File: src/hdl/adlx_pkg.sv
package adlx_pkg;

    localparam int SAMPLE_W  = 16;
    localparam int FRAC_BITS = 15;
    localparam int CREDITS   = 4;

    localparam logic [15:0] WEIGHT_FULL = 16'h7FFF;

    localparam logic [2:0] SEL_BYPASS = 3'd0;
    localparam logic [2:0] SEL_ONE    = 3'd1;
    localparam logic [2:0] SEL_TWO    = 3'd2;
    localparam logic [2:0] SEL_THREE  = 3'd3;
    localparam logic [2:0] SEL_FOUR   = 3'd4;

    localparam logic [2:0] REG_DELAY_ONE   = 3'd0;
    localparam logic [2:0] REG_DELAY_TWO   = 3'd1;
    localparam logic [2:0] REG_DELAY_THREE = 3'd2;
    localparam logic [2:0] REG_DELAY_FOUR  = 3'd3;
    localparam logic [2:0] REG_RAMP_STEP   = 3'd4;

    localparam logic [12:0] RST_DELAY_ONE   = 13'd1024;
    localparam logic [12:0] RST_DELAY_TWO   = 13'd2048;
    localparam logic [12:0] RST_DELAY_THREE = 13'd4096;
    localparam logic [12:0] RST_DELAY_FOUR  = 13'd8000;
    localparam logic [14:0] RST_RAMP_STEP   = 15'd1023;

    typedef enum logic [1:0] {
        SRC_RAM,
        SRC_FWD,
        SRC_ZERO
    } t_src;

    typedef struct packed {
        t_src        src;
        logic [15:0] weight;
        logic        faded;
        logic [2:0]  idx;
    } t_ctl;

    typedef struct packed {
        logic [15:0] sample;
        logic [2:0]  idx;
        logic        faded;
    } t_res;

endpackage

File: src/hdl/adlx_ctrl.sv
module adlx_ctrl
    import adlx_pkg::*;
#(
    parameter int BUFFER_DEPTH = 8192,
    parameter int BLOCK_LEN    = 32,
    localparam int AW = $clog2(BUFFER_DEPTH)
) (
    input  logic          i_clk,
    input  logic          i_rst_n,
    input  logic          i_cfg_we,
    input  logic [2:0]    i_cfg_index,
    input  logic [14:0]   i_cfg_data,
    input  logic          i_accept,
    input  logic          i_advance,
    output logic [AW-1:0] o_wr_addr,
    output logic [AW-1:0] o_rd_addr,
    output t_ctl          o_ctl
);

    localparam int BPW = (2 * BLOCK_LEN > 1) ? $clog2(2 * BLOCK_LEN) : 1;
    localparam logic [BPW-1:0] BP_MID  = BPW'(BLOCK_LEN);
    localparam logic [BPW-1:0] BP_LAST = BPW'(2 * BLOCK_LEN - 1);

    typedef enum logic [1:0] {
        PH_IDLE,
        PH_OUT,
        PH_IN
    } t_phase;

    logic [12:0]    r_delay_one, r_delay_two, r_delay_three, r_delay_four;
    logic [14:0]    r_ramp;
    logic [AW-1:0]  r_wr_idx, r_rd_idx;
    logic           r_wrapped;
    logic [BPW-1:0] r_bpos;
    logic           r_pending;
    t_phase         r_phase;
    logic [15:0]    r_weight;
    logic [2:0]     r_sel;

    logic           start, jump, last, pend0, adv_ok;
    t_phase         ph0, ph1, n_phase;
    logic [15:0]    w0, w1, n_weight;
    logic [12:0]    dly;
    logic [31:0]    dly_ext;
    logic [AW-1:0]  dly_mod, rd;
    logic [2:0]     n_sel;
    logic           n_pending;
    logic [BPW-1:0] n_bpos;
    t_src           src;

    always_comb begin
        unique case (r_sel)
            SEL_ONE:   dly = r_delay_one;
            SEL_TWO:   dly = r_delay_two;
            SEL_THREE: dly = r_delay_three;
            SEL_FOUR:  dly = r_delay_four;
            default:   dly = '0;
        endcase
        dly_ext = 32'(dly);
        dly_mod = dly_ext[AW-1:0];

        start = (r_bpos == '0) && r_pending;
        ph0   = start ? PH_OUT : r_phase;
        w0    = start ? WEIGHT_FULL : r_weight;
        jump  = (ph0 == PH_OUT) && (r_bpos == BP_MID);
        ph1   = jump ? PH_IN : ph0;
        w1    = jump ? '0 : w0;
        rd    = jump ? (r_wr_idx - dly_mod) : r_rd_idx;

        unique case (ph1)
            PH_OUT:  n_weight = w1 - {2'b00, r_ramp[14:1]};
            PH_IN:   n_weight = w1 + {1'b0, r_ramp};
            default: n_weight = w1;
        endcase

        pend0     = start ? 1'b0 : r_pending;
        adv_ok    = i_advance && !pend0 && (ph1 == PH_IDLE);
        n_sel     = r_sel;
        if (adv_ok) begin
            n_sel = (r_sel >= SEL_FOUR) ? SEL_BYPASS : r_sel + 3'd1;
        end
        n_pending = adv_ok || pend0;

        last    = (r_bpos == BP_LAST);
        n_bpos  = last ? '0 : r_bpos + 1'b1;
        n_phase = (last && ph1 == PH_IN) ? PH_IDLE : ph1;

        if (rd == r_wr_idx) begin
            src = SRC_FWD;
        end else if (r_wrapped || rd < r_wr_idx) begin
            src = SRC_RAM;
        end else begin
            src = SRC_ZERO;
        end
    end

    always_ff @(posedge i_clk) begin
        if (!i_rst_n) begin
            r_delay_one   <= RST_DELAY_ONE;
            r_delay_two   <= RST_DELAY_TWO;
            r_delay_three <= RST_DELAY_THREE;
            r_delay_four  <= RST_DELAY_FOUR;
            r_ramp        <= RST_RAMP_STEP;
            r_wr_idx      <= '0;
            r_rd_idx      <= '0;
            r_wrapped     <= 1'b0;
            r_bpos        <= '0;
            r_pending     <= 1'b1;
            r_phase       <= PH_IDLE;
            r_weight      <= '0;
            r_sel         <= SEL_FOUR;
        end else begin
            if (i_cfg_we) begin
                unique case (i_cfg_index)
                    REG_DELAY_ONE:   r_delay_one   <= i_cfg_data[12:0];
                    REG_DELAY_TWO:   r_delay_two   <= i_cfg_data[12:0];
                    REG_DELAY_THREE: r_delay_three <= i_cfg_data[12:0];
                    REG_DELAY_FOUR:  r_delay_four  <= i_cfg_data[12:0];
                    REG_RAMP_STEP:   r_ramp        <= i_cfg_data;
                    default: ;
                endcase
            end
            if (i_accept) begin
                r_wr_idx  <= r_wr_idx + 1'b1;
                r_rd_idx  <= rd + 1'b1;
                if (r_wr_idx == '1) begin
                    r_wrapped <= 1'b1;
                end
                r_bpos    <= n_bpos;
                r_pending <= n_pending;
                r_phase   <= n_phase;
                r_weight  <= n_weight;
                r_sel     <= n_sel;
            end
        end
    end

    assign o_wr_addr    = r_wr_idx;
    assign o_rd_addr    = rd;
    assign o_ctl.src    = src;
    assign o_ctl.weight = n_weight;
    assign o_ctl.faded  = (ph1 != PH_IDLE);
    assign o_ctl.idx    = n_sel;

endmodule

File: config.mk
export PLATFORM = sky130hd
export DESIGN_NAME = adlx_ctrl
export DESIGN_NICKNAME = d
export VERILOG_FILES = /design/src/hdl/adlx_pkg.sv /design/src/hdl/adlx_ctrl.sv
export SDC_FILE = /design/constraint.sdc
export NUM_CORES = 1
export LEC_CHECK = 0
export BUFFER_PORTS_ARGS = -buffer_cell sky130_fd_sc_hd__buf_2
export CAP_MARGIN = 20
export CORE_MARGIN = 3
export CORE_UTILIZATION = 35
export CTS_CLUSTER_DIAMETER = 60
export DETAILED_ROUTE_END_ITERATION = 10
export GPL_TIMING_DRIVEN = 0
export REMOVE_ABC_BUFFERS = 1
export SYNTH_ARGS = -nofsm -noshare
export SYNTH_HDL_FRONTEND = slang
export SYNTH_SLANG_ARGS = --single-unit
File: constraint.sdc
create_clock -name i_clk -period 5.1 [get_ports i_clk]
set_input_delay 0.765 -clock i_clk [delete_from_list [all_inputs] [get_ports i_clk]]
set_output_delay 0.765 -clock i_clk [all_outputs]
set_load 0.005 [all_outputs]
==> key figures <==
Cells and area
  – Most common cell after layout, fill and taps aside: nand2_1
  – Multi-input logic area: 0.00540 mm2
  – Area Growth Syn to Fin: 25.6%
  – Antenna cells: 0
  – Most frequent cells in the layout: 193 x nand2_1, 117 x dfxtp_1, 91 x a21oi_1, 90 x nor2_1, 69 x buf_2
  – Post-route insts no fill: 1405
  – Layout cells sized above 1: 0.222
  – Util after Layout: 0.454
  – Fillers: 2145
  – FF+latch area: 0.00246 mm2
  – NumNets Final: 1197

Floorplan
  – Die Area: 0.0239 mm2
  – Top-Level Pins: 71
  – Chip height: 155 um
  – # rows: 53
  – Core area: 0.0214 mm2
  – Horiz. Die Dim: 155 um
  – Initial Util: 0.362

Timing
  – Fmax achieved: 0.197 GHz
  – Skew final: 6.49 ps
  – Final Cycle Share: 0.996
  – Final Setup Violations: 0
  – Pins Over Slew Limit: 0
  – Max-Slew Margin vs Limit: 0.436
  – RSZ-0062 raised after global routing: yes
  – Minimum clock period after layout: 5080 ps
  – Final Hold Fails: 0
  – Worst-Margin Slew: 843 ps

Yosys
  – Asr flop ratio synth: 0
  – Syn Area/Cell: 7.45 um2
  – Count of warnings emitted by yosys: 0
  – Post-synth top flop: dfxtp_1
  – Synth unique cells: 73
  – Post-Synthesis Cells: 1036
  – Number of synthesized register bits: 122
  – Post-synth EDFFs: 0
  – Part of the Yosys area used for sequential elements: 0.316
  – Netlist Area Pre-Place: 0.00772 mm2

Global route
  – Pin count of the biggest net entering global routing: 70
  – GRT overflow: 0
  – First-pass GRT wire length: 35300 um
  – Initial antenna violation count: 0
  – Tot GR Track Use: 0.180
  – Vias in the first global route: 6937

Drt
  – Mean routed wirelength per cell: 15.5 um
  – WL final: 21800 um
  – Routed vias/inst: 5.27
  – DR iter-0 viols: 437
  – Post-DRT Antenna Nets: 0
  – DR pass1 iterations: 5
  – Via Count: 7400
  – DRC errors left: 0

Setup path
  – Reg2Reg Setup Slack: 770 ps
  – R2R Path End: r_weight[15]$_SDFFE_PN0P_
  – Critical path class: reg2out
  – CP Launch Type: flop
  – Required @ worst endpoint: 4340 ps
  – Max FO, Critical Path: 5
  – Origin of the critical flop-to-flop path: r_bpos[0]$_SDFFE_PN0P_
  – CP endpoint kind: output pin
  – Reg2reg path depth: 22
  – Crit path DAT: 4320 ps

Placed design
  – HPWL after DPL: 15000 um
  – GP Congestion: 0.833
  – Port bufs: 70
  – Inst Count DP: 1333

CTS
  – Clk_lat worst skew: 420 ps
  – Clk slew on worst S/H paths: 50 ps
  – H-tree level count: 4
  – Clock Tree Root: clkbuf_16
  – Clock sink count: 122
  – CTS max path bufs: 2
  – Total CTS buffers: 17
  – CTS tree: done

Run status
  – Status: completed

Power
  – Power, Total: 3010 uW
  – Max rail drop VDD: 0.000210 V
  – PD cells: 310 mW/mm2
  – P_leak: 0.00399 uW

Min path
  – Hold path endpoint: r_delay_three[10]$_SDFFE_PN0P_
  – Hold WC Path Type: reg2reg
  – Min-Delay Path Depth: 2
  – Hold Startpoint: r_delay_three[10]$_SDFFE_PN0P_

Flow run
  – Max_cap viols: 0
synth_stat cells (13+ instances only):
cell	count	area [um2]
nand2_1	193	724
a22oi_1	14	105
mux2i_1	18	180
nand3_1	43	215
a21oi_1	102	510
o21ai_0	53	265
nor3_1	19	95.1
clkbuf_1	44	165
dfxtp_1	122	2440
nor2_1	93	349
ha_1	52	651
a21o_1	13	97.6
inv_1	54	203
xnor2_1	26	228
registers in the layout, summed over array words and instances, names as in the netlist:
register,count
o_wr_addr,13
r_bpos,6
r_delay_four,13
r_delay_one,13
r_delay_three,13
r_delay_two,13
r_pending,1
r_phase,2
r_ramp,15
r_rd_idx,13
r_sel,3
r_weight,16
r_wrapped,1
metrics by stage:
step / area (um2) / TNS [ps] / hold WS (ps) / worst slack [ps]
2_1_floorplan: 7520 / -1890 / 436 / -424
3_3_place_gp: 8220 / -36910 / 442 / -2060
3_5_place_dp: 8280 / -16540 / 447 / -1280
4_1_cts: 9290 / -70.7 / 454 / -36.0
5_1_grt: 9700 / -936 / 476 / -219
6_report: 9700 / 0 / 454 / 19.9
worst max-delay path, cell delays in order (launching register included):
cell	delay, ps
dfxtp_4	340
inv_2	60
ha_4	110
nor4b_4	300
nor2b_4	220
and2_4	160
o21ai_4	80
ha_4	210
buf_6	140
mux2_4	320
ha_4	270
a211oi_2	60
or3b_4	430
a221oi_4	280
a31oi_1	140
a21oi_1	180
mux2i_1	280
xor2_1	160
buf_2	140
how the worst max path moves through the flow:
stage                                 startpoint   endpoint  cells past startpoint
after floorplan           r_bpos[0]$_SDFFE_PN0P_  o_ctl[19]                     18
after CTS                 r_bpos[0]$_SDFFE_PN0P_  o_ctl[19]                     18
final                     r_bpos[0]$_SDFFE_PN0P_  o_ctl[19]                     18
after global placement    r_bpos[0]$_SDFFE_PN0P_  o_ctl[18]                     20
after detailed placement  r_bpos[0]$_SDFFE_PN0P_  o_ctl[18]                     20
after global routing      r_bpos[0]$_SDFFE_PN0P_  o_ctl[19]                     20
cell families (layout without fill, tap and decap cells):
| group | after synthesis | count (layout) | synth area share |
|---|---|---|---|
| AOI/OAI and AO/OA | 261 | 261 | 0.208 |
| xor gates and xnor gates | 37 | 37 | 0.0420 |
| adders and majority gates | 54 | 54 | 0.0895 |
| buffers and inverters | 106 | 200 | 0.0527 |
| DFF | 122 | 122 | 0.316 |
| muxes | 27 | 27 | 0.0365 |
| and+or+nand+nor | 429 | 429 | 0.255 |
final cells by class:
type,instances,area share
timing repair buffer,116,0.0786
multi-input combinational,808,0.556
clock buffer,20,0.0461
tap,275,0.0355
inverter,55,0.0219
sequential,122,0.254
clock inverter,9,0.00800
report_power, final:
group,internal [uW],total (uW),switching [uW]
sequential,1000,1030,31.7
combinational,400,876,476
clock,668,1100,430
metal layers:
metal  up-vias  wire length, um  global-route usage
met5         -                0                   0
met3        17              780              0.0277
li1       3794                -                   -
met1      3456            10400               0.244
met4         0              240              0.0492
met2       133            10300               0.300
timing repair:
| action | in CTS | in global routing |
|---|---|---|
| resized for setup | 70 | 67 |
| pin swaps | 19 | 32 |
| hold endpoints to repair | 0 | 0 |
| setup buffers | 24 | 19 |
| setup endpoints to repair | 34 | 9 |
| hold buffers | 0 | 0 |
(Power assumes the default switching activity.)
