## src/hdl/adlx_pkg.sv

```systemverilog
package adlx_pkg;

    localparam int SAMPLE_W  = 16;
    localparam int FRAC_BITS = 15;
    localparam int CREDITS   = 4;

    localparam logic [15:0] WEIGHT_FULL = 16'h7FFF;

    localparam logic [2:0] SEL_BYPASS = 3'd0;
    localparam logic [2:0] SEL_ONE    = 3'd1;
    localparam logic [2:0] SEL_TWO    = 3'd2;
    localparam logic [2:0] SEL_THREE  = 3'd3;
    localparam logic [2:0] SEL_FOUR   = 3'd4;

    localparam logic [2:0] REG_DELAY_ONE   = 3'd0;
    localparam logic [2:0] REG_DELAY_TWO   = 3'd1;
    localparam logic [2:0] REG_DELAY_THREE = 3'd2;
    localparam logic [2:0] REG_DELAY_FOUR  = 3'd3;
    localparam logic [2:0] REG_RAMP_STEP   = 3'd4;

    localparam logic [12:0] RST_DELAY_ONE   = 13'd1024;
    localparam logic [12:0] RST_DELAY_TWO   = 13'd2048;
    localparam logic [12:0] RST_DELAY_THREE = 13'd4096;
    localparam logic [12:0] RST_DELAY_FOUR  = 13'd8000;
    localparam logic [14:0] RST_RAMP_STEP   = 15'd1023;

    typedef enum logic [1:0] {
        SRC_RAM,
        SRC_FWD,
        SRC_ZERO
    } t_src;

    typedef struct packed {
        t_src        src;
        logic [15:0] weight;
        logic        faded;
        logic [2:0]  idx;
    } t_ctl;

    typedef struct packed {
        logic [15:0] sample;
        logic [2:0]  idx;
        logic        faded;
    } t_res;

endpackage

```

## src/hdl/adlx_ofifo.sv

```systemverilog
module adlx_ofifo
    import adlx_pkg::*;
(
    input  logic i_clk,
    input  logic i_rst_n,
    input  logic i_push,
    input  t_res i_data,
    output logic o_valid,
    input  logic i_stall,
    output t_res o_data
);

    localparam int PW = $clog2(CREDITS);
    localparam int CW = $clog2(CREDITS + 1);

    t_res          r_buf [CREDITS];
    logic [PW-1:0] r_wp, r_rp;
    logic [CW-1:0] r_cnt;
    logic          pop;

    assign o_valid = (r_cnt != '0);
    assign pop     = o_valid && !i_stall;
    assign o_data  = r_buf[r_rp];

    always_ff @(posedge i_clk) begin
        if (!i_rst_n) begin
            r_wp  <= '0;
            r_rp  <= '0;
            r_cnt <= '0;
        end else begin
            if (i_push) begin
                r_wp <= r_wp + 1'b1;
            end
            if (pop) begin
                r_rp <= r_rp + 1'b1;
            end
            case ({i_push, pop})
                2'b10:   r_cnt <= r_cnt + 1'b1;
                2'b01:   r_cnt <= r_cnt - 1'b1;
                default: r_cnt <= r_cnt;
            endcase
        end
        if (i_push) begin
            r_buf[r_wp] <= i_data;
        end
    end

endmodule

```

## config.mk

```make
export PLATFORM = sky130hd
export DESIGN_NAME = adlx_ofifo
export DESIGN_NICKNAME = d
export VERILOG_FILES = /design/src/hdl/adlx_pkg.sv /design/src/hdl/adlx_ofifo.sv
export SDC_FILE = /design/constraint.sdc
export NUM_CORES = 1
export LEC_CHECK = 0
export ABC_AREA = 1
export BUFFER_PORTS_ARGS = -buffer_cell sky130_fd_sc_hd__buf_2
export CORE_MARGIN = 2
export CORE_UTILIZATION = 39
export DETAILED_ROUTE_END_ITERATION = 10
export PLACE_DENSITY = 0.68
export SLEW_MARGIN = 30
export SYNTH_ARGS = -nofsm -noshare
export SYNTH_HDL_FRONTEND = slang
export SYNTH_SLANG_ARGS = --single-unit
```

## constraint.sdc

```tcl
create_clock -name i_clk -period 1.5 [get_ports i_clk]
set_input_delay 0 -clock i_clk [delete_from_list [all_inputs] [get_ports i_clk]]
set_output_delay 0 -clock i_clk [all_outputs]
set_load 0.03 [all_outputs]
```

==> impl_results.md, run 1 <==
* Peak Freq at 636 MHz
* Via Count at 2246
* Main flop type after synthesis: edfxtp_1
* RSZ-0062 raised after global routing: true
* Post-Syn Nets at 286
* Final Hold Fails at 0
* Max clock buf depth at 2
* Relative slew slack at 0.850
* Share of post-route cells with drive strength above 1 at 0.291
* PD cells at 1390 mW/mm2
* Die W at 97.5 um
* Die Y at 97.5 um
* Ys Warns at 0
* CTS buffer count at 9
* Worst setup margin at -71.3 ps
* Drt drc at 0
* Endpoints failing setup at 1
* Most used cell, CP: inv_2
* Critical Path End Type: flip-flop
* First-pass GRT wire length at 10800 um
* WP buf/inv at 3
* DP HPWL at 4290 um
* Worst Setup Path Type: reg -> reg
* Ys async rst share at 0
* ANT cells at 0
* Worst Path Required at 1790 ps
* Largest area contributor in the netlist: edfxtp_1
* Synth top cells by count: edfxtp_1 (80), nor2_1 (45), o21ai_1 (40), o22ai_1 (20), inv_1 (17)
* Die area at 0.00950 mm2
* Clk sinks at 89
* Post-synth EDFFs at 80
* Register area share after synthesis at 0.758
* Vias in the first global route at 2222
* CP max FO at 2
* Max-slew violations at 0
* Ranking of synthesized cells by area: edfxtp_1 (71%), o21ai_1 (5.9%), dfxtp_1 (5.3%)
* Worst slew pin tran at 224 ps
* Pin count of the biggest net entering global routing at 23
* Grt ovf at 0
* Clock Tree Root: clkbuf_8
* Tot GR Track Use at 0.150
* Number of port buffers at 44
* Ports at 45
* Min Tclk post-route at 1570 ps
* Final setup skew at 5.06 ps
* Clk slew on worst S/H paths at 80 ps
* Worst min path class: in -> reg
* Failing checks: setup timing
* Layout Nets at 374
* Area Growth Syn to Fin at 30.0%
* Iteration-0 DRC Markers at 124
* Area of the core at 0.00859 mm2
* Wire length after detailed routing at 6760 um
* Hold_ws at 7.88 ps
* H-tree lvl count at 3
* WP data arrival at 1860 ps
* Max incr delay on CP at 360 ps
* Post-Syn Instances at 256
* Leakage at 0.00166 uW
* Worst skew pair latency at 350 ps
* Rows at 34
* Pre-antenna DRT Iters at 4
* Critical path's slowest cell: fa_2
* Mapped Avg Cell Area at 13.3 um2
* Initial antenna violation count at 0
* Antenna Nets Post-Route at 0
* Count of cell types in the netlist at 18
* Yosys reg bits at 89
* Peak supply drop at 0.000571 V
* PnR Total Power at 6160 uW
* Delay-heaviest family, CP: adder cells
* CP Cell Sequence: inv_2, a31oi_4, ha_2, inv_2, fa_2, inv_2, nand2_2, nand4_1, nand2_1, nor2_1
* Max cap viols at 0
* Synthesized cell area at 0.00341 mm2
* DR WL/cell at 14.9 um
* Synth top area share at 0.705
* Gpl congestion at 0.745
* Initial Utilization at 0.396
* Status: finished with violations
* Via-to-Cell Ratio at 4.94
* Setup crit start kind: flip-flop
* Count leader, synth: edfxtp_1
* Fin crit share at 1.05
* CTS tree: yes
* Setup TNS at -71.3 ps
* Place WS at -106 ps
[layout make-up]
type,count,area [um2]
clock buffers,10,128
clock inverters,4,46.3
fillers,746,4170
inverters,18,67.6
multi-input cells,137,756
flip-flops and latches,89,2590
well taps,108,135
repair buffers,89,704
[stage by stage]
stage               instances  cell area [um2]   util
floorplan                 256             3410      -
global placement          415             3880  0.451
detailed placement        415             3880  0.451
CTS                       452             4310  0.501
global route              455             4430  0.515
finish                    455             4430  0.515
[flip-flops by register name, summed over array words and instances, names as in the netlist, named ones only]
name	cells
r_buf	80
r_cnt	3
r_wp	2
r_rp	2
[what timing repair did]
action | in CTS | in global routing
gates resized for setup | 13 | 33
hold buffers | 21 | 1
endpoints found under the hold margin | 89 | 8
pin swaps | 6 | 8
setup endpoints to repair | 22 | 18
buffers inserted | 2 | 2
[power breakdown]
part	switching (uW)	total (uW)	internal [uW]
sequential	62.7	2920	2850
clock	744	1490	743
combinational	1090	1760	668
total	1900	6160	4260
[layout by cell type (no fill, tap or decap), drive strengths merged, types with 2 or more instances in the layout]
cell          n
dlygate4sd3  22
nor2         45
buf          67
o21ai        44
clkbuf       10
nand2        11
dfxtp         9
ha            5
o22ai        20
nand3         3
clkinv        2
inv          18
edfxtp       80
a21oi         6
[worst paths after layout]
kind | start | to | slack, ps | depth (start not counted)
worst max-delay path | r_cnt[2] | r_cnt[2] | -70 | 10
worst min-delay path | i_stall | r_rp[0] | 8 | 4
worst max register to register | r_cnt[2] | r_cnt[2] | -70 | 10
worst min register to register | r_rp[0] | r_rp[0] | 500 | 2
[metal layers]
metal,share of wire,track usage
met5,0,0
met4,0.0093,0.0534
met3,0.052,0.0504
met2,0.52,0.257
met1,0.42,0.175
[worst min-delay path, cell delays in order]
cell and delay [ps]:
buf_2 130, inv_1 50, a21oi_1 70, nor2_1 80
[logic make-up after synthesis]
group / share of synthesized area
DFF: 0.758
AOI/OAI and AO/OA: 0.112
and+or+nand+nor: 0.0694
buffers and inverters: 0.0360
adders and majority gates: 0.0242
(Power assumes the default switching activity.)
==> inputs of run 2 (changes only) <==
- ABC_AREA: 1 -> default
- CORE_UTILIZATION: 39 -> 45
- PLACE_DENSITY: 0.68 -> 0.75
==> impl_results.md, run 2 <==
* Status: finished with violations
* Failing checks: hold timing, setup timing
* Worst setup margin at -182 ps
* Worst skew pair latency at 360 ps
* Layout Nets at 274
* Most frequent cells in the layout: edfxtp_1 (80), buf_2 (24), dlygate4sd3_1 (21), mux4_2 (20), buf_6 (20)
* Clk slew on worst S/H paths at 80 ps
* Relative slew slack at 0.793
* WP buf/inv at 1
* Delay-heaviest family, CP: adder cells
* Hold_ws at -25.0 ps
* Place WS at -217 ps
* Ports at 45
* Wire length after detailed routing at 5990 um
* Hold depth at 3
* Antenna Nets Post-Route at 0
* Clk sinks at 89
* Clock Tree Root: clkbuf_8
* Design Area, Final at 0.00446 mm2
* PnR Total Power at 6730 uW
* RSZ-0062 raised after global routing: true
* Yosys reg bits at 89
* Pre-antenna DRT Iters at 4
* Largest Register: r_buf
* Post-Syn Instances at 153
* Area of the core at 0.00725 mm2
* Critical Path End Type: flip-flop
* ANT cells at 0
* Gpl congestion at 0.675
* Number of port buffers at 44
* CP max FO at 2
* R2R Setup Slk at -180 ps
* Synth top area share at 0.716
* PD cells at 1510 mW/mm2
* Final setup skew at 9.05 ps
* Pin count of the biggest net entering global routing at 21
* Most common cell after layout, fill and taps aside: edfxtp_1
* Worst Setup Path Type: reg -> reg
* Largest area contributor in the netlist: edfxtp_1
* Peak supply drop at 0.00116 V
* Grt ovf at 0
* Initial antenna violation count at 0
* Final Hold Fails at 3
* Max cap viols at 0
* Cell total after placement at 306
* Vias in the first global route at 1861
* Via Count at 1720
* Initial Utilization at 0.463
* Reg2reg start: r_cnt[1]
* Rows at 31
* Tot GR Track Use at 0.158
* CTS tree: yes
* Peak Freq at 595 MHz
* Final Non-Filler Cells at 347
* Area Growth Syn to Fin at 33.0%
* Worst hold endpoint: r_rp[0]
* Mapped Avg Cell Area at 21.9 um2
* Main flop type after synthesis: edfxtp_1
* Ys Warns at 0
* Die W at 90.4 um
* Max incr delay on CP at 340 ps
* CTS buffer count at 9
* R2R depth at 8
* Worst Path Required at 1790 ps
* Cell Area, Placed at 0.00383 mm2
* Fin crit share at 1.12
* Die area at 0.00816 mm2
* DP HPWL at 3580 um
* Max FFs per register at 80
* First-pass GRT wire length at 9430 um
* Ranking of synthesized cells by area: edfxtp_1 (72%), mux4_2 (13%), dfxtp_1 (5.4%)
* Post-Syn Nets at 183
* Count of cell types in the netlist at 21
* Ys async rst share at 0
* Share of post-route cells with drive strength above 1 at 0.427
* Worst min path class: in -> reg
* Count leader, synth: edfxtp_1
* Hold_sp: i_stall
* DR WL/cell at 17.3 um
* CP Cell Sequence: nor3_2, nor2_1, ha_2, inv_2, fa_2, xor2_1, or3_1, a21boi_1
* Synthesized cell area at 0.00336 mm2
* Endpoints failing setup at 22
* Critical path's slowest cell: dfxtp_2
* Leakage at 0.00157 uW
* Top Registers: r_buf: 80 flops, r_cnt: 3 flops
* Register area share after synthesis at 0.770
* Die Y at 90.4 um
* H-tree lvl count at 3
* Critical R2R Capture: r_cnt[2]
* Final core occ at 0.615
* Via-to-Cell Ratio at 4.96
* CTS Hold Bufs at 21
* Setup crit start kind: flip-flop
* Max clock buf depth at 2
* Min Tclk post-route at 1680 ps
* Max-slew violations at 0
* Iteration-0 DRC Markers at 110
* Synth top cells by count: edfxtp_1 (80), mux4_2 (20), dfxtp_1 (9), and2_1 (7), inv_1 (7)
* Post-synth EDFFs at 80
* Drt drc at 0
* Worst slew pin tran at 311 ps
* WP data arrival at 1970 ps
-- run 2: cell types whose count changed in the layout (fill, tap and decap cells not counted), moves of 3 or more --
cell	change
inv_2	-5
buf_6	+15
buf_2	-9
inv_1	-6
o22ai_2	-4
o22ai_1	-16
mux4_2	+20
nor2_1	-44
buf_4	-13
a21oi_1	-6
a21boi_1	+3
nand2_1	-7
o21ai_1	-39
and2_1	+7
-- run 2: cell type report --
type | count | area, um2
clock buffers | 9 | 124
clock inverters | 6 | 75.1
fillers | 506 | 2790
inverters | 7 | 26.3
multi-input cells | 53 | 719
flip-flops and latches | 89 | 2590
well taps | 99 | 124
repair buffers | 84 | 806
-- run 2: through the flow --
step                hold WS, ps  setup TNS (ps)
CTS                       -38.8           -2840
detailed placement          223            -318
global placement            215            -219
finish                    -25.0           -2760
floorplan                  98.9            -256
global route             -0.397           -3840
-- run 2: cell families after synthesis --
logic type	synth area share
compound gates	0.0112
xor+xnor	0.00783
simple gates	0.0291
flops	0.770
buf+inv	0.0175
mux	0.140
fa+ha+maj	0.0246
-- run 2: power by group --
| group | internal [uW] | total (uW) | switching [uW] |
|---|---|---|---|
| combinational | 1110 | 2100 | 989 |
| sequential | 2890 | 2990 | 105 |
| clock | 786 | 1640 | 854 |
| total | 4790 | 6730 | 1950 |
-- run 2: worst reg2reg max path: cells and delay by family (launching register included) --
family	cells	cell delay [ps]
flip-flops	1	340
AND/OR/NAND/NOR	3	450
XOR/XNOR	1	150
adder cells (fa/ha/maj)	2	520
AO/OA/AOI/OAI	1	120
buffers and inverters	1	40
-- run 2: worst max-delay path by stage --
stage | start | cells past startpoint | slack [ps] | endpoint
floorplan | r_cnt[0] | 8 | -160 | r_cnt[2]
global placement | r_cnt[1] | 8 | -160 | r_cnt[2]
detailed placement | r_cnt[2] | 8 | -220 | r_cnt[2]
CTS | r_cnt[1] | 8 | -200 | r_cnt[2]
global route | r_cnt[1] | 8 | -300 | r_cnt[2]
finish | r_cnt[1] | 8 | -180 | r_cnt[2]
-- run 2: repair_timing --
item	4_1_cts	5_1_grt
resized for setup	47	0
endpoints found under the setup margin	22	22
setup buffers	2	0
gates cloned	2	1
endpoints found under the hold margin	89	1
pin swaps	2	1
-- run 2: routing by layer --
layer / track usage / share of wire / vias up
li1: - / - / 791
met1: 0.180 / 0.40 / 880
met2: 0.284 / 0.56 / 39
met3: 0.0225 / 0.027 / 10
met4: 0.0885 / 0.020 / 0
met5: 0 / 0 / -
