--- src/hdl/adlx_pkg.sv ---
package adlx_pkg;

    localparam int SAMPLE_W  = 16;
    localparam int FRAC_BITS = 15;
    localparam int CREDITS   = 4;

    localparam logic [15:0] WEIGHT_FULL = 16'h7FFF;

    localparam logic [2:0] SEL_BYPASS = 3'd0;
    localparam logic [2:0] SEL_ONE    = 3'd1;
    localparam logic [2:0] SEL_TWO    = 3'd2;
    localparam logic [2:0] SEL_THREE  = 3'd3;
    localparam logic [2:0] SEL_FOUR   = 3'd4;

    localparam logic [2:0] REG_DELAY_ONE   = 3'd0;
    localparam logic [2:0] REG_DELAY_TWO   = 3'd1;
    localparam logic [2:0] REG_DELAY_THREE = 3'd2;
    localparam logic [2:0] REG_DELAY_FOUR  = 3'd3;
    localparam logic [2:0] REG_RAMP_STEP   = 3'd4;

    localparam logic [12:0] RST_DELAY_ONE   = 13'd1024;
    localparam logic [12:0] RST_DELAY_TWO   = 13'd2048;
    localparam logic [12:0] RST_DELAY_THREE = 13'd4096;
    localparam logic [12:0] RST_DELAY_FOUR  = 13'd8000;
    localparam logic [14:0] RST_RAMP_STEP   = 15'd1023;

    typedef enum logic [1:0] {
        SRC_RAM,
        SRC_FWD,
        SRC_ZERO
    } t_src;

    typedef struct packed {
        t_src        src;
        logic [15:0] weight;
        logic        faded;
        logic [2:0]  idx;
    } t_ctl;

    typedef struct packed {
        logic [15:0] sample;
        logic [2:0]  idx;
        logic        faded;
    } t_res;

endpackage

--- src/hdl/adlx_scale.sv ---
module adlx_scale
    import adlx_pkg::*;
(
    input  logic                       i_clk,
    input  logic                       i_rst_n,
    input  logic                       i_valid,
    input  t_ctl                       i_ctl,
    input  logic signed [SAMPLE_W-1:0] i_sample,
    input  logic [SAMPLE_W-1:0]        i_rdata,
    output logic                       o_valid,
    output t_res                       o_res
);

    logic                r_b_valid;
    t_ctl                r_b_ctl;
    logic [SAMPLE_W-1:0] r_b_sample;

    logic                r_c_valid;
    logic signed [31:0]  r_c_prod;
    logic [SAMPLE_W-1:0] r_c_sample;
    logic                r_c_faded;
    logic [2:0]          r_c_idx;

    logic signed [SAMPLE_W-1:0] smp;
    logic signed [31:0]         prod;

    always_comb begin
        case (r_b_ctl.src)
            SRC_FWD: smp = $signed(r_b_sample);
            SRC_RAM: smp = $signed(i_rdata);
            default: smp = '0;
        endcase
        prod = $signed(r_b_ctl.weight) * smp;
    end

    always_ff @(posedge i_clk) begin
        if (!i_rst_n) begin
            r_b_valid <= 1'b0;
            r_c_valid <= 1'b0;
        end else begin
            r_b_valid <= i_valid;
            r_c_valid <= r_b_valid;
        end
        if (i_valid) begin
            r_b_ctl    <= i_ctl;
            r_b_sample <= i_sample;
        end
        if (r_b_valid) begin
            r_c_prod   <= prod;
            r_c_sample <= smp;
            r_c_faded  <= r_b_ctl.faded;
            r_c_idx    <= r_b_ctl.idx;
        end
    end

    assign o_valid      = r_c_valid;
    assign o_res.sample = r_c_faded ? r_c_prod[FRAC_BITS +: SAMPLE_W] : r_c_sample;
    assign o_res.idx    = r_c_idx;
    assign o_res.faded  = r_c_faded;

endmodule

--- config.mk ---
export PLATFORM = sky130hd
export DESIGN_NAME = adlx_scale
export DESIGN_NICKNAME = d
export VERILOG_FILES = /design/src/hdl/adlx_pkg.sv /design/src/hdl/adlx_scale.sv
export SDC_FILE = /design/constraint.sdc
export NUM_CORES = 1
export LEC_CHECK = 0
export ABC_CLOCK_PERIOD_IN_PS = 9400
export BUFFER_PORTS_ARGS = -buffer_cell sky130_fd_sc_hd__buf_2
export CORE_AREA = 3 3 168 170
export CTS_BUF_LIST = sky130_fd_sc_hd__clkbuf_4 sky130_fd_sc_hd__clkbuf_8
export CTS_CLUSTER_SIZE = 24
export DETAILED_ROUTE_END_ITERATION = 8
export DIE_AREA = 0 0 171 173
export PLACE_DENSITY = 0.61
export SYNTH_ARGS = -nofsm -noshare
export SYNTH_HDL_FRONTEND = slang
export SYNTH_SLANG_ARGS = --single-unit
export TNS_END_PERCENT = 5
--- constraint.sdc ---
create_clock -name i_clk -period 9.4 [get_ports i_clk]
set_clock_uncertainty 0.15 [all_clocks]
set_input_delay 2.82 -clock i_clk [delete_from_list [all_inputs] [get_ports i_clk]]
set_output_delay 2.82 -clock i_clk [all_outputs]
set_load 0.1 [all_outputs]
==> results of run 1 <==
## cells in the mapped netlist (2+ instances only)
| master | number |
|---|---|
| inv_1 | 282 |
| a21o_1 | 9 |
| nand2b_1 | 3 |
| or2_2 | 2 |
| a211oi_1 | 2 |
| mux2_2 | 16 |
| o21ai_0 | 9 |
| or3_1 | 5 |
| o21bai_1 | 2 |
| clkbuf_1 | 38 |
| nand4_1 | 4 |
| xnor2_1 | 17 |
| nor3_1 | 3 |
| nand3_1 | 4 |
| nand2_1 | 132 |
| fa_1 | 255 |
| o311ai_0 | 2 |
| nand4b_1 | 2 |
| a21oi_1 | 12 |
| nor2_1 | 42 |
| and2_1 | 119 |
| ha_1 | 77 |
| mux2i_1 | 16 |
| dfxtp_1 | 2 |
| edfxtp_1 | 74 |
| o21a_1 | 3 |
| xor2_1 | 8 |
## cells in the final DEF, fill, tap and decap left out, types with 17 or more instances in the layout
cell type	count
inv_1	282
fa_1	255
nand2_1	132
and2_1	119
ha_1	77
buf_2	77
edfxtp_1	74
nor2_1	42
buf_4	41
xnor2_1	17
## state kept, by name, indices dropped and copies added (netlist names)
name	cells
r_b_ctl	22
r_c_sample	16
r_c_idx	3
r_c_prod	16
r_b_sample	16
o_valid	1
r_c_faded	1
r_b_valid	1
## per-layer routing
metal	global-route usage	vias up	share of wire
li1	-	3639	-
met1	0.246	3988	0.39
met5	0	-	0
met4	0.0687	0	0.026
met3	0.0226	37	0.040
met2	0.366	150	0.54
## layout make-up
class / instances / share of cell area
Multi-Input combinational cell: 762 / 0.648
Sequential cell: 76 / 0.171
Inverter: 282 / 0.0798
Timing Repair Buffer: 119 / 0.0538
Tap cell: 341 / 0.0322
Clock buffer: 11 / 0.0114
Clock inverter: 5 / 0.00443
## cells by family after synthesis
group                    after synthesis  share of synthesized area
AO/OA/AOI/OAI                         51                     0.0299
XOR/XNOR                              25                     0.0181
adder cells (fa/ha/maj)              332                      0.502
buffers and inverters                323                      0.101
flip-flops                            76                      0.187
multiplexers                          32                     0.0282
AND/OR/NAND/NOR                      322                      0.133
## worst paths after layout
| kind | to | cells past startpoint | from |
|---|---|---|---|
| setup / recovery | r_c_prod[30] | 23 | i_rdata[1] |
| hold / removal | r_c_idx[0] | 0 | r_b_ctl[0] |
| setup reg to reg | r_c_prod[30] | 22 | r_b_ctl[20] |
| hold reg to reg | r_c_idx[0] | 0 | r_b_ctl[0] |
## per-stage QoR
| stage | hold slack (ps) | area (um^2) | instances | util | worst slack [ps] |
|---|---|---|---|---|---|
| 2_1_floorplan | 250 | 12100 | 1161 | - | 470 |
| 4_1_cts | 277 | 13300 | 1596 | 0.493 | 613 |
| 5_1_grt | 288 | 13300 | 1596 | 0.493 | 323 |
| 3_3_place_gp | 251 | 13100 | 1580 | 0.486 | 316 |
| 3_5_place_dp | 255 | 13100 | 1580 | 0.486 | 237 |
| 6_report | 276 | 13300 | 1596 | 0.493 | 626 |
## worst max-delay path: stages
cell	delay (ps)
buf_2	90
mux2i_1	230
nor2_1	120
buf_12	200
nand2_1	110
inv_1	90
fa_1	750
inv_1	110
fa_1	570
inv_1	110
buf_4	170
fa_1	490
inv_1	50
fa_1	530
inv_1	50
fa_1	490
fa_1	420
ha_1	320
a21o_1	160
a21oi_1	140
o21ai_0	110
or3_1	320
a32o_1	260
==> run summary, run 1 <==
Result of the run = finished, final reports clean
Signed area change from the synthesized netlist to the final layout = 9.81%
Clock latency of the later-clocked register in the worst-skew pair = 370 ps
Setup TNS = 0 ps
Global-route congestion overflow total = 0
Avg Cell Area, Syn = 10.4 um^2
Drc violations = 0
Worst-path fanout max = 16
Actual slew at the worst max-slew pin = 959 ps
Global-route wire length before repair = 46300 um
Area occupied by registers = 2260 um^2
Maximum clock insertion buffer count = 2
Area of combinational cells with multiple inputs = 8590 um^2
Post-synth top flop = edfxtp_1
Pre-antenna DRT Iters = 4
Data arrival at the endpoint of the critical path = 8740 ps
Post-CTS Setup Repair Bufs = 0
Peak clock frequency supported by timing = 0.114 GHz
Cts bufs inserted = 9
Overall routing resource usage = 0.201
Filler Cell Count = 2524
Worst slew margin relative to its limit = 0.361
Crit path capture type = register
Synth area leaders = fa_1 42%, edfxtp_1 18%, inv_1 8.8%, ha_1 8.0%, and2_1 6.2%
Post-Syn Instances = 1161
Number of distinct library cells after synthesis = 48
Root buffer selected by CTS = clkbuf_8
Last weighted congestion value of the routability-driven placer = 0.827
Setup slack of the worst register-to-register path = 2090 ps
Number of hold buffers added after cts = 0
DIE HEIGHT = 173 um
Clock sink total = 76
Buffers added on ports = 77
Top cell type's share of synthesized area = 0.423
Count of warnings emitted by yosys = 0
Unrepaired setup endpoints after global routing = no
Reg clk slew, reported paths = 90 ps
Initial antenna violation count = 0
Critical path class = input pin to register
Core area = 26900 um^2
Post-synthesis async set-or-reset flop share = 0
Post-DP HPWL = 21800 um
Level count of the clock H-tree = 3
Final net count = 1639
Via count of the first global-routing pass = 9047
Largest net degree at the start of global routing = 40
Ant. Diodes = 0
Number of design-rule violations left by the first detailed-router iteration = 310
Count of antenna-violating nets left after detailed routing = 0
Initial cell density of the core = 0.449
Area of the die = 29600 um^2
Count of flip-flops with a built-in enable after synthesis = 74
Synthesized net count = 1550
Fin. max-slew vios = 0
Post-Synthesis Cell Area = 12100 um^2
Drt wl/cell = 16.9 um
Final Hold Viols = 0
Flop and latch count out of synthesis = 76
Resize count post-CTS = 0
Finish-stage setup viols = 0
Number of vias after detailed routing = 7814
I/O pin cnt = 78
Detailed-route vias per instance = 4.90
Share of synthesized area occupied by flip-flops and latches = 0.187
Total Wirelength = 27000 um
DIE WIDTH = 171 um
Data required time of the critical path = 9370 ps
Clock period minus final worst setup slack = 8770 ps
Max-cap violation count = 0
Proportion of layout cells with a drive suffix above 1 = 0.127
Class of the tightest hold or removal check = register to register
Synth area leader = fa_1
CTS tree = built
Site row count = 60
Crit share post-route = 0.933
Startpoint type of the worst setup path = input pin
Power of run 1 is left out: the tool's default activity adds up to more than one toggle a clock period on the data nets, which glitch-free logic cannot reach.
==> run 2, diff against run 1 <==
--- a/config.mk
+++ b/config.mk
@@ -7,11 +7,11 @@
 export LEC_CHECK = 0
 export ABC_CLOCK_PERIOD_IN_PS = 9400
 export BUFFER_PORTS_ARGS = -buffer_cell sky130_fd_sc_hd__buf_2
-export CORE_AREA = 3 3 168 170
+export CORE_AREA = 8 8 173 175
 export CTS_BUF_LIST = sky130_fd_sc_hd__clkbuf_4 sky130_fd_sc_hd__clkbuf_8
 export CTS_CLUSTER_SIZE = 24
 export DETAILED_ROUTE_END_ITERATION = 8
-export DIE_AREA = 0 0 171 173
+export DIE_AREA = 0 0 181 183
 export PLACE_DENSITY = 0.61
 export SYNTH_ARGS = -nofsm -noshare
 export SYNTH_HDL_FRONTEND = slang
==> run 2 against run 1 <==
Effect of this change: utilization is 1.0 points lower; non-clock buffer count down 4; first-iteration DRC count is 21% higher; flip-flop and latch count is the same; critical path depth unchanged; sequential share of layout area rose by 0.067 points; worst hold slack lost 1.6 ps; via count grew 1.4%; critical endpoint unchanged; highest routed layer unchanged; register-to-register slack better by 290 ps; wire length rose by 3.8%; clock-buffer cell count down 1; die area increased by 12%.
==> run summary, run 2 (same netlist as run 1, synthesis figures left out) <==
Max-cap violation count = 0 (unchanged)
Setup slack of the worst register-to-register path = 2380 ps (was 2090 ps)
DIE HEIGHT = 183 um (was 173 um)
Post-DP HPWL = 22700 um (was 21800 um)
Detailed-route vias per instance = 4.96 (was 4.90)
Design area = 13200 um^2 (was 13300 um^2)
Initial antenna violation count = 0 (unchanged)
Proportion of layout cells with a drive suffix above 1 = 0.124 (was 0.127)
Logic depth of the worst register-to-register path = 22 (unchanged)
Resize count post-CTS = 0 (unchanged)
Largest net degree at the start of global routing = 40 (unchanged)
Ant. Diodes = 0 (unchanged)
Post-CTS Setup Repair Bufs = 0 (unchanged)
Buffers added on ports = 77 (unchanged)
Fin. max-slew vios = 0 (unchanged)
Flip-flop count of the largest register after layout = 22 (unchanged)
Cts bufs inserted = 9 (unchanged)
Root buffer selected by CTS = clkbuf_8 (unchanged)
Data required time of the critical path = 9380 ps (was 9370 ps)
Startpoint type of the worst setup path = input pin (unchanged)
Level count of the clock H-tree = 3 (unchanged)
Reg clk slew, reported paths = 90 ps (about the same)
Initial cell density of the core = 0.442 (was 0.449)
Crit share post-route = 0.934 (was 0.933)
Count of antenna-violating nets left after detailed routing = 0 (unchanged)
Signed area change from the synthesized netlist to the final layout = 9.32% (was 9.81%)
Via count of the first global-routing pass = 9259 (was 9047)
Hold Startpoint = r_b_ctl[1] (was r_b_ctl[0])
Startpoint of the worst-slack reg-to-reg timing path = r_b_ctl[20] (unchanged)
Actual slew at the worst max-slew pin = 945 ps (was 959 ps)
Worst slew margin relative to its limit = 0.370 (was 0.361)
Drc violations = 0 (unchanged)
Leading cell type in the layout, fill and taps excluded = inv_1 (unchanged)
Drt wl/cell = 17.6 um (was 16.9 um)
DIE WIDTH = 181 um (was 171 um)
Pre-antenna DRT Iters = 4 (unchanged)
Global-route wire length before repair = 47800 um (was 46300 um)
Leading cell types in the layout, fill and taps excluded = 282 x inv_1, 255 x fa_1, 132 x nand2_1 (unchanged)
Setup TNS = 0 ps (unchanged)
Core area = 27300 um^2 (was 26900 um^2)
Clock sink total = 76 (unchanged)
Site row count = 61 (was 60)
Maximum clock insertion buffer count = 2 (unchanged)
Worst-path fanout max = 16 (unchanged)
I/O pin cnt = 78 (unchanged)
Number of design-rule violations left by the first detailed-router iteration = 376 (was 310)
Post-placement cell area = 13000 um^2 (was 13100 um^2)
Data arrival at the endpoint of the critical path = 8760 ps (was 8740 ps)
Total Wirelength = 28000 um (was 27000 um)
Clock latency of the later-clocked register in the worst-skew pair = 370 ps (about the same)
Overall routing resource usage = 0.184 (was 0.201)
Hold depth = 0 (unchanged)
Result of the run = finished, final reports clean (unchanged)
Global-route congestion overflow total = 0 (unchanged)
Endpoint of the worst register-to-register path = r_c_prod[30] (unchanged)
Last weighted congestion value of the routability-driven placer = 0.809 (was 0.827)
CTS tree = built (unchanged)
Class of the tightest hold or removal check = register to register (unchanged)
Destination of the worst hold path = r_c_idx[1] (was r_c_idx[0])
Critical path class = input pin to register (unchanged)
Number of vias after detailed routing = 7922 (was 7814)
Finish-stage setup viols = 0 (unchanged)
Biggest register = r_b_ctl (unchanged)
Number of hold buffers added after cts = 0 (unchanged)
Final net count = 1635 (was 1639)
Final Util = 0.483 (was 0.493)
Area of the die = 33100 um^2 (was 29600 um^2)
Final Hold Viols = 0 (unchanged)
Clock period minus final worst setup slack = 8780 ps (was 8770 ps)
Crit path capture type = register (unchanged)
Unrepaired setup endpoints after global routing = no (unchanged)
Peak clock frequency supported by timing = 0.114 GHz (about the same)
[run 2: how the worst max path moves through the flow]
stage | from | endpoint | slack, ps
2_1_floorplan | i_rdata[1] | r_c_prod[30] | 470
6_report | i_rdata[1] | r_c_prod[30] | 620
3_3_place_gp | i_rdata[1] | r_c_prod[30] | 320
4_1_cts | i_rdata[2] | r_c_prod[30] | 640
3_5_place_dp | i_rdata[2] | r_c_prod[30] | 250
5_1_grt | i_rdata[1] | r_c_prod[30] | 300
[run 2: final cells by class]
type,count,area [um^2]
inverters,282,1060
well taps,346,433
flip-flops and latches,76,2260
fillers,2586,14100
clock inverters,6,38.8
multi-input cells,762,8590
clock buffers,10,138
repair buffers,115,683
[run 2: worst max-delay path, cell delays in order]
cell and delay (ps):
buf_2 90, mux2i_1 210, nor2_1 110, buf_12 200, nand2_1 80, inv_1 90, fa_1 730, inv_1 120
fa_1 520, inv_1 210, fa_1 480, fa_1 500, fa_1 490, inv_1 50, fa_1 480, inv_1 50
ha_1 280, a21o_1 180, a21o_1 160, a21oi_1 160, o21ai_0 120, or3_1 330, a32o_1 260
[run 2: metal layers]
metal | vias up | track usage | share of wire
met5 | - | 0 | 0
met4 | 0 | 0.0745 | 0.037
met3 | 55 | 0.0218 | 0.036
met2 | 170 | 0.342 | 0.53
met1 | 4063 | 0.212 | 0.40
li1 | 3634 | - | -
[run 2: per-stage QoR]
step           setup WS [ps]  instances  hold slack [ps]
5_1_grt                  299       1597              290
4_1_cts                  641       1597              277
3_5_place_dp             250       1581              255
2_1_floorplan            470       1161              250
6_report                 620       1597              274
3_3_place_gp             324       1581              252
Power of run 2 is left out for the same reason.
==> run 3, diff against run 2 <==
--- a/config.mk
+++ b/config.mk
@@ -5,14 +5,16 @@
 export SDC_FILE = /design/constraint.sdc
 export NUM_CORES = 1
 export LEC_CHECK = 0
+export ABC_AREA = 1
 export ABC_CLOCK_PERIOD_IN_PS = 9400
 export BUFFER_PORTS_ARGS = -buffer_cell sky130_fd_sc_hd__buf_2
-export CORE_AREA = 8 8 173 175
+export CORE_AREA = 8 8 177 179
 export CTS_BUF_LIST = sky130_fd_sc_hd__clkbuf_4 sky130_fd_sc_hd__clkbuf_8
 export CTS_CLUSTER_SIZE = 24
 export DETAILED_ROUTE_END_ITERATION = 8
-export DIE_AREA = 0 0 181 183
-export PLACE_DENSITY = 0.61
+export DIE_AREA = 0 0 185 187
+export HOLD_SLACK_MARGIN = 0.12
+export PLACE_DENSITY = 0.6
 export SYNTH_ARGS = -nofsm -noshare
 export SYNTH_HDL_FRONTEND = slang
 export SYNTH_SLANG_ARGS = --single-unit
==> run 3 against run 2 <==
Effect of this change: utilization shrank 0.27 points; first-iteration DRC count grew 86%; die area grew 4.4%; worst setup slack gained 170 ps; via count grew 18%; global-route usage grew 2.5 points; critical endpoint is now r_c_prod[29]; highest routed layer unchanged.
==> run summary, run 3 <==
Result of the run = finished, final reports clean (unchanged)
Overall routing resource usage = 0.208 (was 0.184)
Fin. max-slew vios = 0 (unchanged)
Post-CTS Setup Repair Bufs = 0 (unchanged)
Number of vias after detailed routing = 9387 (was 7922)
Post-Syn Instances = 1417 (was 1161)
Ant. Diodes = 0 (unchanged)
Core area = 28400 um^2 (was 27300 um^2)
Max-cap violation count = 0 (unchanged)
Clock latency of the later-clocked register in the worst-skew pair = 410 ps (was 370 ps)
Data required time of the critical path = 9430 ps (was 9380 ps)
Via count of the first global-routing pass = 10100 (was 9259)
Actual slew at the worst max-slew pin = 1010 ps (was 945 ps)
Area occupied by registers = 2260 um^2 (about the same)
Global Route met2 Usage = 0.350 (was 0.342)
Worst setup timing slack at the placement stage = 457 ps (was 250 ps)
Resize count post-CTS = 0 (unchanged)
Unrepaired setup endpoints after global routing = no (unchanged)
Filler Cell Count = 2846 (was 2586)
Crit path capture type = register (unchanged)
Post-DP HPWL = 29600 um (was 22700 um)
Smallest setup slack after layout = 787 ps (was 620 ps)
Class of the tightest hold or removal check = register to register (unchanged)
Synthesized net count = 1806 (was 1550)
Maximum clock insertion buffer count = 2 (unchanged)
Final Hold Viols = 0 (unchanged)
Drc violations = 0 (unchanged)
Post-Synthesis Cell Area = 12600 um^2 (was 12100 um^2)
Cell breakdown of the critical path = buf_2 > inv_1 > o22ai_1 > inv_1 > nor2_1 > fa_1 > fa_1 > inv_1 > fa_1 > inv_1 > fa_1 > fa_1 > inv_1 > fa_1 > inv_1 > ha_1 > a21oi_1 > o21bai_1 > a21oi_1 > o21ai_0 > a21oi_1 > nand2_1 > nand2_1 > nand2_1 (was buf_2 > mux2i_1 > nor2_1 > buf_12 > nand2_1 > inv_1 > fa_1 > inv_1 > fa_1 > inv_1 > fa_1 > fa_1 > fa_1 > inv_1 > fa_1 > inv_1 > ha_1 > a21o_1 > a21o_1 > a21oi_1 > o21ai_0 > or3_1 > a32o_1)
Number of distinct library cells after synthesis = 38 (was 48)
Worst slew margin relative to its limit = 0.326 (was 0.370)
Drt wl/cell = 18.4 um (was 17.6 um)
DIE WIDTH = 185 um (was 181 um)
Avg Cell Area, Syn = 8.87 um^2 (was 10.4 um^2)
Site row count = 62 (was 61)
Detailed-route vias per instance = 4.99 (was 4.96)
Clock period minus final worst setup slack = 8610 ps (was 8780 ps)
Buffers added on ports = 77 (unchanged)
Initial antenna violation count = 0 (unchanged)
Top cell type's share of synthesized area = 0.406 (was 0.423)
Fraction of met3 tracks used by global routing = 0.0336 (was 0.0218)
Largest net degree at the start of global routing = 40 (unchanged)
Pre-antenna DRT Iters = 5 (was 4)
Critical path class = input pin to register (unchanged)
I/O pin cnt = 78 (unchanged)
Post-synth top flop = edfxtp_1 (unchanged)
Count of warnings emitted by yosys = 0 (unchanged)
GR Util met1 = 0.273 (was 0.212)
Initial cell density of the core = 0.443 (was 0.442)
Startpoint type of the worst setup path = input pin (unchanged)
Total Wirelength = 34600 um (was 28000 um)
Slowest-stage cell, CP = fa_1 (unchanged)
Number of hold buffers added after cts = 0 (unchanged)
Peak clock frequency supported by timing = 0.116 GHz (was 0.114 GHz)
Proportion of layout cells with a drive suffix above 1 = 0.101 (was 0.124)
Number of design-rule violations left by the first detailed-router iteration = 699 (was 376)
Number of buffers and inverters on the critical path = 7 (unchanged)
Post-synthesis async set-or-reset flop share = 0 (unchanged)
Signed area change from the synthesized netlist to the final layout = 8.50% (was 9.32%)
Area of combinational cells with multiple inputs = 8730 um^2 (was 8590 um^2)
Level count of the clock H-tree = 3 (unchanged)
Clock sink total = 76 (unchanged)
Leading cell type in the layout, fill and taps excluded = inv_1 (unchanged)
DIE HEIGHT = 187 um (was 183 um)
Largest stage delay on the critical path = 570 ps (was 730 ps)
Finish-stage setup viols = 0 (unchanged)
Share of synthesized area occupied by flip-flops and latches = 0.180 (was 0.187)
Commonest cells post-synth = 374 x inv_1, 277 x nand2_1, 255 x fa_1 (was 282 x inv_1, 255 x fa_1, 132 x nand2_1)
Biggest register = r_b_ctl (unchanged)
Flop and latch count out of synthesis = 76 (unchanged)
Area of the die = 34600 um^2 (was 33100 um^2)
Top-count cell post-synth = inv_1 (unchanged)
Setup TNS = 0 ps (unchanged)
Leading cell types in the layout, fill and taps excluded = 374 x inv_1, 277 x nand2_1, 255 x fa_1 (was 282 x inv_1, 255 x fa_1, 132 x nand2_1)
Global-route layer with the greatest usage = met2 (unchanged)
Flip-flop count of the largest register after layout = 22 (unchanged)
Count of flip-flops with a built-in enable after synthesis = 74 (unchanged)
Global-route wire length before repair = 54900 um (was 47800 um)
Crit share post-route = 0.916 (was 0.934)
CTS tree = built (unchanged)
Synth area leaders = fa_1 41%, edfxtp_1 18%, inv_1 11%, nand2_1 8.3%, ha_1 7.7% (was fa_1 42%, edfxtp_1 18%, inv_1 8.8%, ha_1 8.0%, and2_1 6.2%)
Worst-path fanout max = 6 (was 16)
Cts bufs inserted = 9 (unchanged)
Count of antenna-violating nets left after detailed routing = 0 (unchanged)
Data arrival at the endpoint of the critical path = 8640 ps (was 8760 ps)
Cell family with the largest share of critical-path delay = adder cells (unchanged)
Global-route congestion overflow total = 0 (unchanged)
Synth area leader = fa_1 (unchanged)
Reg clk slew, reported paths = 120 ps (was 90 ps)
Last weighted congestion value of the routability-driven placer = 0.921 (was 0.809)
Root buffer selected by CTS = clkbuf_8 (unchanged)
Final net count = 1881 (was 1635)
## run 3: area by class of cell
type                       count  area share
clock buffer                   9     0.00908
clock inverter                 7     0.00587
inverter                     381       0.105
multi-input combinational    927       0.640
sequential                    76       0.166
tap                          384      0.0352
timing repair buffer          97      0.0393
## run 3: logic make-up (layout without fill, tap and decap cells)
| kind of cell | count (synthesis) | count (layout) | synth area share |
|---|---|---|---|
| AOI/OAI and AO/OA | 65 | 65 | 0.0319 |
| adders and majority gates | 332 | 332 | 0.483 |
| buffers and inverters | 414 | 494 | 0.126 |
| and+or+nand+nor | 506 | 506 | 0.160 |
| muxes | 16 | 16 | 0.0143 |
| DFF | 76 | 76 | 0.180 |
| xor gates and xnor gates | 8 | 8 | 0.00557 |
## run 3: per-layer routing
layer / vias to the layer above / part of all wire
li1: 4299 / -
met5: - / 0
met2: 343 / 0.50
met1: 4686 / 0.41
met4: 0 / 0.029
met3: 59 / 0.062
## run 3: worst paths after layout
check	cells after the start	slack, ps	endpoint	start
setup / recovery	24	790	r_c_prod[29]	i_rdata[10]
hold reg to reg	0	280	r_c_idx[0]	r_b_ctl[0]
hold / removal	0	280	r_c_idx[0]	r_b_ctl[0]
setup reg to reg	26	2200	r_c_prod[29]	r_b_ctl[21]
## run 3: worst reg2reg max path, stage by stage, from the launching register on
cell	delay (ps)
edfxtp_1	420
inv_1	200
nand2_1	210
inv_1	330
nand2_1	90
nand2_1	110
inv_1	240
nor2_1	270
inv_1	130
fa_1	600
fa_1	490
inv_1	280
fa_1	500
fa_1	510
fa_1	500
inv_1	50
fa_1	470
inv_1	40
ha_1	370
a21oi_1	310
o21bai_1	100
a21oi_1	190
o21ai_0	110
a21oi_1	170
nand2_1	70
nand2_1	50
nand2_1	50
## run 3: per-stage QoR
stage	instance area [um^2]	util	hold slack, ps	instances
2_1_floorplan	12600	-	250	1417
3_3_place_gp	13400	0.473	253	1865
3_5_place_dp	13400	0.473	265	1865
4_1_cts	13600	0.480	284	1881
5_1_grt	13600	0.480	284	1881
6_report	13600	0.480	279	1881
Power of run 3 is left out for the same reason.
